[config.mk]
export PLATFORM = sky130hd
export DESIGN_NAME = ppg_hrd_ctrl
export DESIGN_NICKNAME = d
export VERILOG_FILES = /design/src/rtl/ppg_hrd_pkg.sv /design/src/rtl/ppg_hrd_ctrl.sv
export SDC_FILE = /design/constraint.sdc
export NUM_CORES = 1
export LEC_CHECK = 0
export BUFFER_PORTS_ARGS = -buffer_cell sky130_fd_sc_hd__clkbuf_2
export CAP_MARGIN = 20
export CORE_ASPECT_RATIO = 1.1
export CORE_MARGIN = 2
export CORE_UTILIZATION = 50
export CTS_BUF_LIST = sky130_fd_sc_hd__clkbuf_4 sky130_fd_sc_hd__clkbuf_8
export DETAILED_ROUTE_END_ITERATION = 8
export GPL_TIMING_DRIVEN = 0
export PLACE_DENSITY = 0.74
export SETUP_SLACK_MARGIN = 0.2
export SYNTH_ARGS = -nofsm -noshare
export SYNTH_HDL_FRONTEND = slang
export SYNTH_SLANG_ARGS = --single-unit
[constraint.sdc]
create_clock -name clk_i -period 3.7 [get_ports clk_i]
set_clock_uncertainty 0.1 [all_clocks]
set_input_delay 0.74 -clock clk_i [delete_from_list [all_inputs] [get_ports clk_i]]
set_output_delay 0.74 -clock clk_i [all_outputs]
set_load 0.05 [all_outputs]
[src/rtl/ppg_hrd_pkg.sv]
// ----------------------------------------------------------------------------
// ppg_hrd_pkg
// Shared widths, reset values, codes and helpers of the PPG heart-rate
// detector.
// ----------------------------------------------------------------------------
package ppg_hrd_pkg;

  localparam int unsigned Q_W        = 48;  // Q23.24 filter word
  localparam int unsigned ALPHA_W    = 24;  // Q0.24 coefficient
  localparam int unsigned FRAC_W     = 24;
  localparam int unsigned DIFF_W     = Q_W + 1;
  localparam int unsigned LO_W       = 25;  // low slice of the difference
  localparam int unsigned ACC_W      = DIFF_W + ALPHA_W + 1;
  localparam int unsigned SUM_W      = Q_W + 3;
  localparam int unsigned IVL_W      = 12;
  localparam int unsigned NUM_W      = 18;
  localparam int unsigned RATE_W     = 10;
  localparam int unsigned IDX_W      = 32;  // sample counter
  localparam int unsigned CFG_IDX_W  = 3;
  localparam int unsigned CFG_DATA_W = 24;
  localparam int unsigned OUT_W      = 64;
  localparam int unsigned USER_W     = 2;

  localparam int unsigned INTERVAL_DEPTH_DEF = 8;
  localparam int unsigned SAMPLE_BITS_DEF    = 18;

  localparam logic [RATE_W-1:0]  RATE_MAX         = 10'd1023;
  localparam logic [ALPHA_W-1:0] DC_ALPHA_RST     = 24'd838861;
  localparam logic [ALPHA_W-1:0] FAST_ALPHA_RST   = 24'd671089;
  localparam logic [ALPHA_W-1:0] SLOW_ALPHA_RST   = 24'd168;
  localparam logic [ALPHA_W-1:0] SMOOTH_ALPHA_RST = 24'd1677722;
  localparam logic [ALPHA_W-1:0] NOISE_ALPHA_RST  = 24'd838861;
  localparam logic [IVL_W-1:0]   IVL_MIN_RST      = 12'd30;
  localparam logic [IVL_W-1:0]   IVL_MAX_RST      = 12'd150;
  localparam logic [NUM_W-1:0]   BEATS_NUM_RST    = 18'd6000;
  localparam logic [Q_W-1:0]     NOISE_RST        = 48'h000001000000;
  localparam logic [Q_W-1:0]     Q_POS_MAX        = 48'h7FFFFFFFFFFF;
  localparam logic [Q_W-1:0]     Q_NEG_MAX        = 48'h800000000000;

  typedef enum logic [CFG_IDX_W-1:0] {
    CFG_DC_ALPHA     = 3'd0,
    CFG_FAST_ALPHA   = 3'd1,
    CFG_SLOW_ALPHA   = 3'd2,
    CFG_SMOOTH_ALPHA = 3'd3,
    CFG_NOISE_ALPHA  = 3'd4,
    CFG_IVL_MIN      = 3'd5,
    CFG_IVL_MAX      = 3'd6,
    CFG_BEATS_NUM    = 3'd7
  } cfg_idx_e;

  typedef enum logic [2:0] {
    EMA_DC     = 3'd0,
    EMA_FAST   = 3'd1,
    EMA_SLOW   = 3'd2,
    EMA_SMOOTH = 3'd3,
    EMA_NOISE  = 3'd4
  } ema_sel_e;

  typedef enum logic [3:0] {
    CMD_NONE  = 4'd0,
    CMD_LOAD  = 4'd1,
    CMD_DIFF  = 4'd2,
    CMD_MLO   = 4'd3,
    CMD_MHI   = 4'd4,
    CMD_WB    = 4'd5,
    CMD_AC    = 4'd6,
    CMD_BP    = 4'd7,
    CMD_PEAK  = 4'd8,
    CMD_CAND  = 4'd9,
    CMD_CMP   = 4'd10,
    CMD_CHECK = 4'd11,
    CMD_DIV   = 4'd12,
    CMD_OUT   = 4'd13
  } cmd_op_e;

  typedef struct packed {
    cmd_op_e  op;
    ema_sel_e sel;
  } cmd_t;

  typedef struct packed {
    logic beat;      // peak with an accepted interval, valid in the peak step
    logic j_last;    // scan at last ring entry
    logic found;     // candidate is the upper median
    logic med_zero;
    logic div_done;
    logic out_free;  // output register can take a result
  } status_t;

  function automatic logic [Q_W-1:0] sat48(input logic signed [SUM_W-1:0] v);
    logic signed [SUM_W-1:0] hi_lim;
    logic signed [SUM_W-1:0] lo_lim;
    hi_lim = {{(SUM_W-Q_W+1){1'b0}}, {(Q_W-1){1'b1}}};
    lo_lim = {{(SUM_W-Q_W+1){1'b1}}, {(Q_W-1){1'b0}}};
    if (v > hi_lim) begin
      return Q_POS_MAX;
    end else if (v < lo_lim) begin
      return Q_NEG_MAX;
    end
    return v[Q_W-1:0];
  endfunction

endpackage

[src/rtl/ppg_hrd_ctrl.sv]
// ----------------------------------------------------------------------------
// ppg_hrd_ctrl
// Sequencer: steps one sample through the EMA unit, peak test, median scan
// and divider.
// ----------------------------------------------------------------------------
module ppg_hrd_ctrl (
  input  logic                 clk_i,
  input  logic                 rst_ni,
  input  logic                 in_valid_i,
  output logic                 in_ready_o,
  input  ppg_hrd_pkg::status_t status_i,
  output ppg_hrd_pkg::cmd_t    cmd_o
);

  typedef enum logic [13:0] {
    ST_IDLE  = 14'b00000000000001,
    ST_DIFF  = 14'b00000000000010,
    ST_MLO   = 14'b00000000000100,
    ST_MHI   = 14'b00000000001000,
    ST_WB    = 14'b00000000010000,
    ST_AC    = 14'b00000000100000,
    ST_BP    = 14'b00000001000000,
    ST_PEAK  = 14'b00000010000000,
    ST_CAND  = 14'b00000100000000,
    ST_CMP   = 14'b00001000000000,
    ST_CHECK = 14'b00010000000000,
    ST_DIV   = 14'b00100000000000,
    ST_DIVW  = 14'b01000000000000,
    ST_DONE  = 14'b10000000000000
  } state_e;

  state_e                state_q, state_d;
  ppg_hrd_pkg::ema_sel_e sel_q, sel_d;

  always_comb begin
    state_d    = state_q;
    sel_d      = sel_q;
    cmd_o.op   = ppg_hrd_pkg::CMD_NONE;
    cmd_o.sel  = sel_q;
    in_ready_o = 1'b0;
    case (state_q)
      ST_IDLE: begin
        in_ready_o = 1'b1;
        if (in_valid_i) begin
          cmd_o.op = ppg_hrd_pkg::CMD_LOAD;
          sel_d    = ppg_hrd_pkg::EMA_DC;
          state_d  = ST_DIFF;
        end
      end
      ST_DIFF: begin
        cmd_o.op = ppg_hrd_pkg::CMD_DIFF;
        state_d  = ST_MLO;
      end
      ST_MLO: begin
        cmd_o.op = ppg_hrd_pkg::CMD_MLO;
        state_d  = ST_MHI;
      end
      ST_MHI: begin
        cmd_o.op = ppg_hrd_pkg::CMD_MHI;
        state_d  = ST_WB;
      end
      ST_WB: begin
        cmd_o.op = ppg_hrd_pkg::CMD_WB;
        case (sel_q)
          ppg_hrd_pkg::EMA_DC:     state_d = ST_AC;
          ppg_hrd_pkg::EMA_FAST: begin
            sel_d   = ppg_hrd_pkg::EMA_SLOW;
            state_d = ST_DIFF;
          end
          ppg_hrd_pkg::EMA_SLOW:   state_d = ST_BP;
          ppg_hrd_pkg::EMA_SMOOTH: begin
            sel_d   = ppg_hrd_pkg::EMA_NOISE;
            state_d = ST_DIFF;
          end
          default:                 state_d = ST_PEAK;
        endcase
      end
      ST_AC: begin
        cmd_o.op = ppg_hrd_pkg::CMD_AC;
        sel_d    = ppg_hrd_pkg::EMA_FAST;
        state_d  = ST_DIFF;
      end
      ST_BP: begin
        cmd_o.op = ppg_hrd_pkg::CMD_BP;
        sel_d    = ppg_hrd_pkg::EMA_SMOOTH;
        state_d  = ST_DIFF;
      end
      ST_PEAK: begin
        cmd_o.op = ppg_hrd_pkg::CMD_PEAK;
        state_d  = status_i.beat ? ST_CAND : ST_DONE;
      end
      ST_CAND: begin
        cmd_o.op = ppg_hrd_pkg::CMD_CAND;
        state_d  = ST_CMP;
      end
      ST_CMP: begin
        cmd_o.op = ppg_hrd_pkg::CMD_CMP;
        if (status_i.j_last) begin
          state_d = ST_CHECK;
        end
      end
      ST_CHECK: begin
        cmd_o.op = ppg_hrd_pkg::CMD_CHECK;
        state_d  = status_i.found ? ST_DIV : ST_CAND;
      end
      ST_DIV: begin
        cmd_o.op = ppg_hrd_pkg::CMD_DIV;
        state_d  = status_i.med_zero ? ST_DONE : ST_DIVW;
      end
      ST_DIVW: begin
        if (status_i.div_done) begin
          state_d = ST_DONE;
        end
      end
      ST_DONE: begin
        if (status_i.out_free) begin
          cmd_o.op = ppg_hrd_pkg::CMD_OUT;
          state_d  = ST_IDLE;
        end
      end
      default: state_d = ST_IDLE;
    endcase
  end

  always_ff @(posedge clk_i or negedge rst_ni) begin
    if (!rst_ni) begin
      state_q <= ST_IDLE;
      sel_q   <= ppg_hrd_pkg::EMA_DC;
    end else begin
      state_q <= state_d;
      sel_q   <= sel_d;
    end
  end

endmodule

-- Yosys cells after proc, flatten, opt, wreduce, memory -nomap -nowiden
Cells that the tools add are included.
- register bits after elaboration: 17
- latch bits: 0
- memory bits (writable): 0
- memory bits (read-only): 0
- input bits: 9
- logic and storage cells: 46
- memories: 0
- add/subtract/negate cells: 0
- multipliers: 0
- divide/modulo/power cells: 0
- magnitude comparators: 0
- equality and inequality tests: 22
- shift operators: 0
- mux-type cells: 16
- bitwise logic cells: 0
- reduce and logical (&&, ||, !) cells: 6
- operator list (kind ; count):
    case mux 14 bit (13 select lines) ; 1
    2-to-1 mux 14 bit ; 6
    case mux 4 bit (13 select lines) ; 1
    case mux 8 bit (3 select lines) ; 1
    == test 14 x 1 -> 1 bit, second input constant ; 1
    == test 14 x 10 -> 1 bit, second input constant ; 1
    == test 14 x 11 -> 1 bit, second input constant ; 1
    == test 14 x 12 -> 1 bit, second input constant ; 1
    == test 14 x 13 -> 1 bit, second input constant ; 1
    == test 14 bit, second input constant ; 1
    == test 14 x 2 -> 1 bit, second input constant ; 1
    == test 14 x 3 -> 1 bit, second input constant ; 1
    == test 14 x 4 -> 1 bit, second input constant ; 1
    == test 14 x 5 -> 1 bit, second input constant ; 1
    == test 14 x 6 -> 1 bit, second input constant ; 1
    == test 14 x 7 -> 1 bit, second input constant ; 1
    == test 14 x 8 -> 1 bit, second input constant ; 1
    == test 14 x 9 -> 1 bit, second input constant ; 1
    2-to-1 mux 12 bit ; 1
    case mux 3 bit (4 select lines) ; 1
    != test 2 bit, second input constant ; 4
    == test 3 x 2 -> 1 bit, second input constant ; 2
    case mux 3 bit (2 select lines) ; 1
    2-to-1 mux 4 bit ; 1
    9 further kinds ; 11

-- Logic depth before layout (Yosys ltp)
- depth after elaboration: 4
- mapped depth: 7
- mapped depth without buffers: 5

-- Least setup slack after synthesis
Ideal clock, no wire load.
- path kind: reg-to-output
- start point: register state_q[0]
- end point: output cmd_o[3] (netlist bit)
- arrival: 2.363 ns
- required time: 2.860 ns
- setup slack: 0.497 ns
- stages on the path, launching flop included: 6
- cells stage by stage: dfstp_2 > nor4b_1 > nand2_1 > nor2_1 > nand2_1 > nand4_1
- RTL lines (what ; line ; source):
    start, declared ; ppg_hrd_ctrl.sv:32 ; state_e state_q, state_d;
    start signal, assigned ; ppg_hrd_ctrl.sv:130 ; state_q <= state_d;
    end, declared ; ppg_hrd_ctrl.sv:12 ; output ppg_hrd_pkg::cmd_t cmd_o

==> results_dict.tcl <==
set metrics [dict create \
    status "finished, final reports clean" \
    min_path_type "input port to async pin" \
    tns_ns 0 \
    io_pins 17 \
    cts_tree "built" \
    synth_cell_type_count 43 \
    overflow 0 \
    cts_setup_buffers 0 \
    grt_usage 0.215 \
    end_kind "output port" \
    ys_seq_area_frac 0.381 \
    initialDrtViolationCount 39 \
    seq_power_share 0.333 \
    wire_per_inst_um 15.7 \
    timing.rr.start "state_q[9]$_DFFE_PN0P_" \
    hold_viol 0 \
    wirelength_um 2700 \
    dp_hpwl_um 2010 \
    htreeDepth 1 \
    synth-edff-count 0 \
    grt_max_degree 18 \
    maxSlewViolCount 0 \
    rsz0062_at_grt "no" \
    synth_top_family_by_area "simple AND/OR/NAND/NOR gates" \
    dieWidth_um 49.1 \
    p_int_w 0.000375 \
    rows 17 \
    grt_pass1_wl_um 4340 \
    synth_mux_area_frac 0.0101 \
    viasPerCell 6.16 \
    critPathLaunch "state_q[9]$_DFFE_PN0P_" \
    synth-seq-cells 17 \
    dieArea_um2 2630 \
    maxCapViolations 0 \
    vdd_drop_max_mv 0.540 \
    drcViolationCount 0 \
    synth_compound_area_frac 0.108 \
    antenna_found_initial 0 \
    worstSetupPathType "flip-flop to output port" \
    worstMarginPinSlew_ns 0.655 \
    fmax_mhz 300 \
    cp-start-kind "flip-flop" \
    fin_crit_ns 3.33 \
    synthXorXnorAreaFrac 0.0235 \
    clk_latency_ns 0.28 \
    fin_nets 154 \
    final_cell_mix "17 x clkbuf_2, 16 x dfrtp_1, 12 x nor2_1" \
    slowest_stage "or4_4" \
    p_per_area_nw_per_um2 553 \
    clkTransAtPathRegs_ns 0.10 \
    crit_path_cell_trace "buf_2, or4_4, buf_6, nor3b_1, and4_1, nor4_1, nand4_1, clkbuf_2" \
    die_y_um 53.6 \
    cts_inserted_buffers 3 \
    syn-cell-area_um2 1120 \
    post_synth_fa_ha_maj_area_fraction 0 \
    setup_viol 0 \
    stdcell_count 172 \
    slowest_delay_ns 0.52 \
    design_area_um2 1300 \
    placedInstanceArea_um2 1230 \
    switching_power_w 0.000346 \
    clkSinkCount 17 \
    root_buffer "clkbuf_4" \
    swShare 0.480 \
    synthTopCellsByArea "dfrtp_1 36%, nor4_1 5.6%, nor2_1 4.0%, nand2_1 3.0%, nand2b_1 2.8%" \
    final_common_cell "clkbuf_2" \
    syn_nets 133 \
    grt_pass1_vias 946 \
    num_vias 1059 \
    synth_top_area_cell "dfrtp_1" \
    start_util 0.543 \
    dp_slack_ns 0.272 \
    coreArea_um2 2060 \
    leakagePower_nw 0.607 \
    drive_above_1_share 0.257 \
    routabilityCongestion 0.831 \
    path_max_fanout 9 \
    synth_cells 124 \
    portBuffers 16 \
    synth_warnings 0 \
    arrival_ns 2.49 \
    cts_hold_buf 0 \
    cts_buffer_depth 2 \
    crit_required_ns 2.86 \
    fin_ws_ns 0.370 \
    ys_async_sr_fraction 1.00 \
    place_inst 168 \
    num_antenna_cells 0 \
    synth_top_area_share 0.358 \
    pwr-share-comb 0.530 \
    final_antenna_net_count 0 \
    slew-limit-headroom 0.558 \
    syn_avg_cell_area_um2 9.03 \
    fin_crit_sh 0.900 \
    dr.pass1.iters 4 \
    ys.flop_type "dfrtp_1" \
    yosys.area_share.simple 0.431 \
    clockPowerShare 0.137 \
    hold_slack_ns 0.272 \
    synthToLayoutAreaGrowth_pct 16.4 \
]
==> synth_stat cells, drive strengths merged (3+ instances only) <==
cell	n
dfrtp	16
nor2	12
nor4	12
nand2	9
nor3	6
inv	5
nand2b	5
nand3	5
o21ai	5
or4	5
nand4	4
and2	3
buf	3
nor3b	3
nor4b	3
==> power groups by stage <==
stage               Sequential [W]   Clock, W  Combinational, W
global placement          0.000237          0          0.000360
floorplan                 0.000238          0          0.000284
finish                    0.000240  0.0000991          0.000382
CTS                       0.000239   0.000101          0.000374
global route              0.000243   0.000108          0.000412
detailed placement        0.000238          0          0.000362
==> cell type report <==
cell class	count	area [um^2]
fillers	176	759
clock inverters	1	5.00
inverters	5	18.8
multi-input cells	98	683
plain buffers	4	32.5
flip-flops and latches	17	427
well taps	28	35.0
clock buffers	3	22.5
repair buffers	16	80.1
==> sequential cells by signal (all words and copies together), names as in the netlist <==
register,flops
sel_q,3
state_q,14
==> metal layers <==
metal,GRT usage,vias up,part of all wire
li1,-,518,-
met1,0.290,490,0.43
met2,0.363,45,0.50
met3,0.0194,6,0.057
met4,0.0857,0,0.014
met5,0,-,0
==> kinds of logic after synthesis <==
| logic type | after synthesis |
|---|---|
| AND/OR/NAND/NOR | 78 |
| AO/OA/AOI/OAI | 16 |
| buffers and inverters | 9 |
| multiplexers | 1 |
| XOR/XNOR | 3 |
| flip-flops | 17 |
==> final timing paths <==
path                                           end  slack, ns  cells past startpoint
max in group asynchronous   state_q[0]$_DFFE_PN1P_       2.89                      1
max                                       cmd_o[3]       0.37                      8
min                        state_q[13]$_DFFE_PN0P_       0.27                      1
max reg2reg                   sel_q[1]$_DFFE_PN0P_       1.25                      7
min reg2reg                 state_q[5]$_DFFE_PN0P_       0.42                      1
min in group clk_i          state_q[5]$_DFFE_PN0P_       0.42                      1
==> stage by stage <==
| stage | utilization | power (W) |
|---|---|---|
| 6_report | 0.632 | 0.000721 |
| 5_1_grt | 0.632 | 0.000763 |
| 3_5_place_dp | 0.599 | 0.000600 |
| 2_1_floorplan | - | 0.000522 |
| 4_1_cts | 0.619 | 0.000714 |
| 3_3_place_gp | 0.599 | 0.000597 |
==> worst max-delay path: cells and delay by family (launching register included) <==
kind | cells | cell delay, ns
buffers and inverters | 3 | 0.62
and+or+nand+nor | 5 | 1.22
DFF | 1 | 0.37
==> what timing repair did <==
item,CTS,global route
gates resized for setup,2,4
setup endpoints to repair,3,4
hold endpoints to repair,0,0
Note: power is estimated with default switching activity, not from simulation.
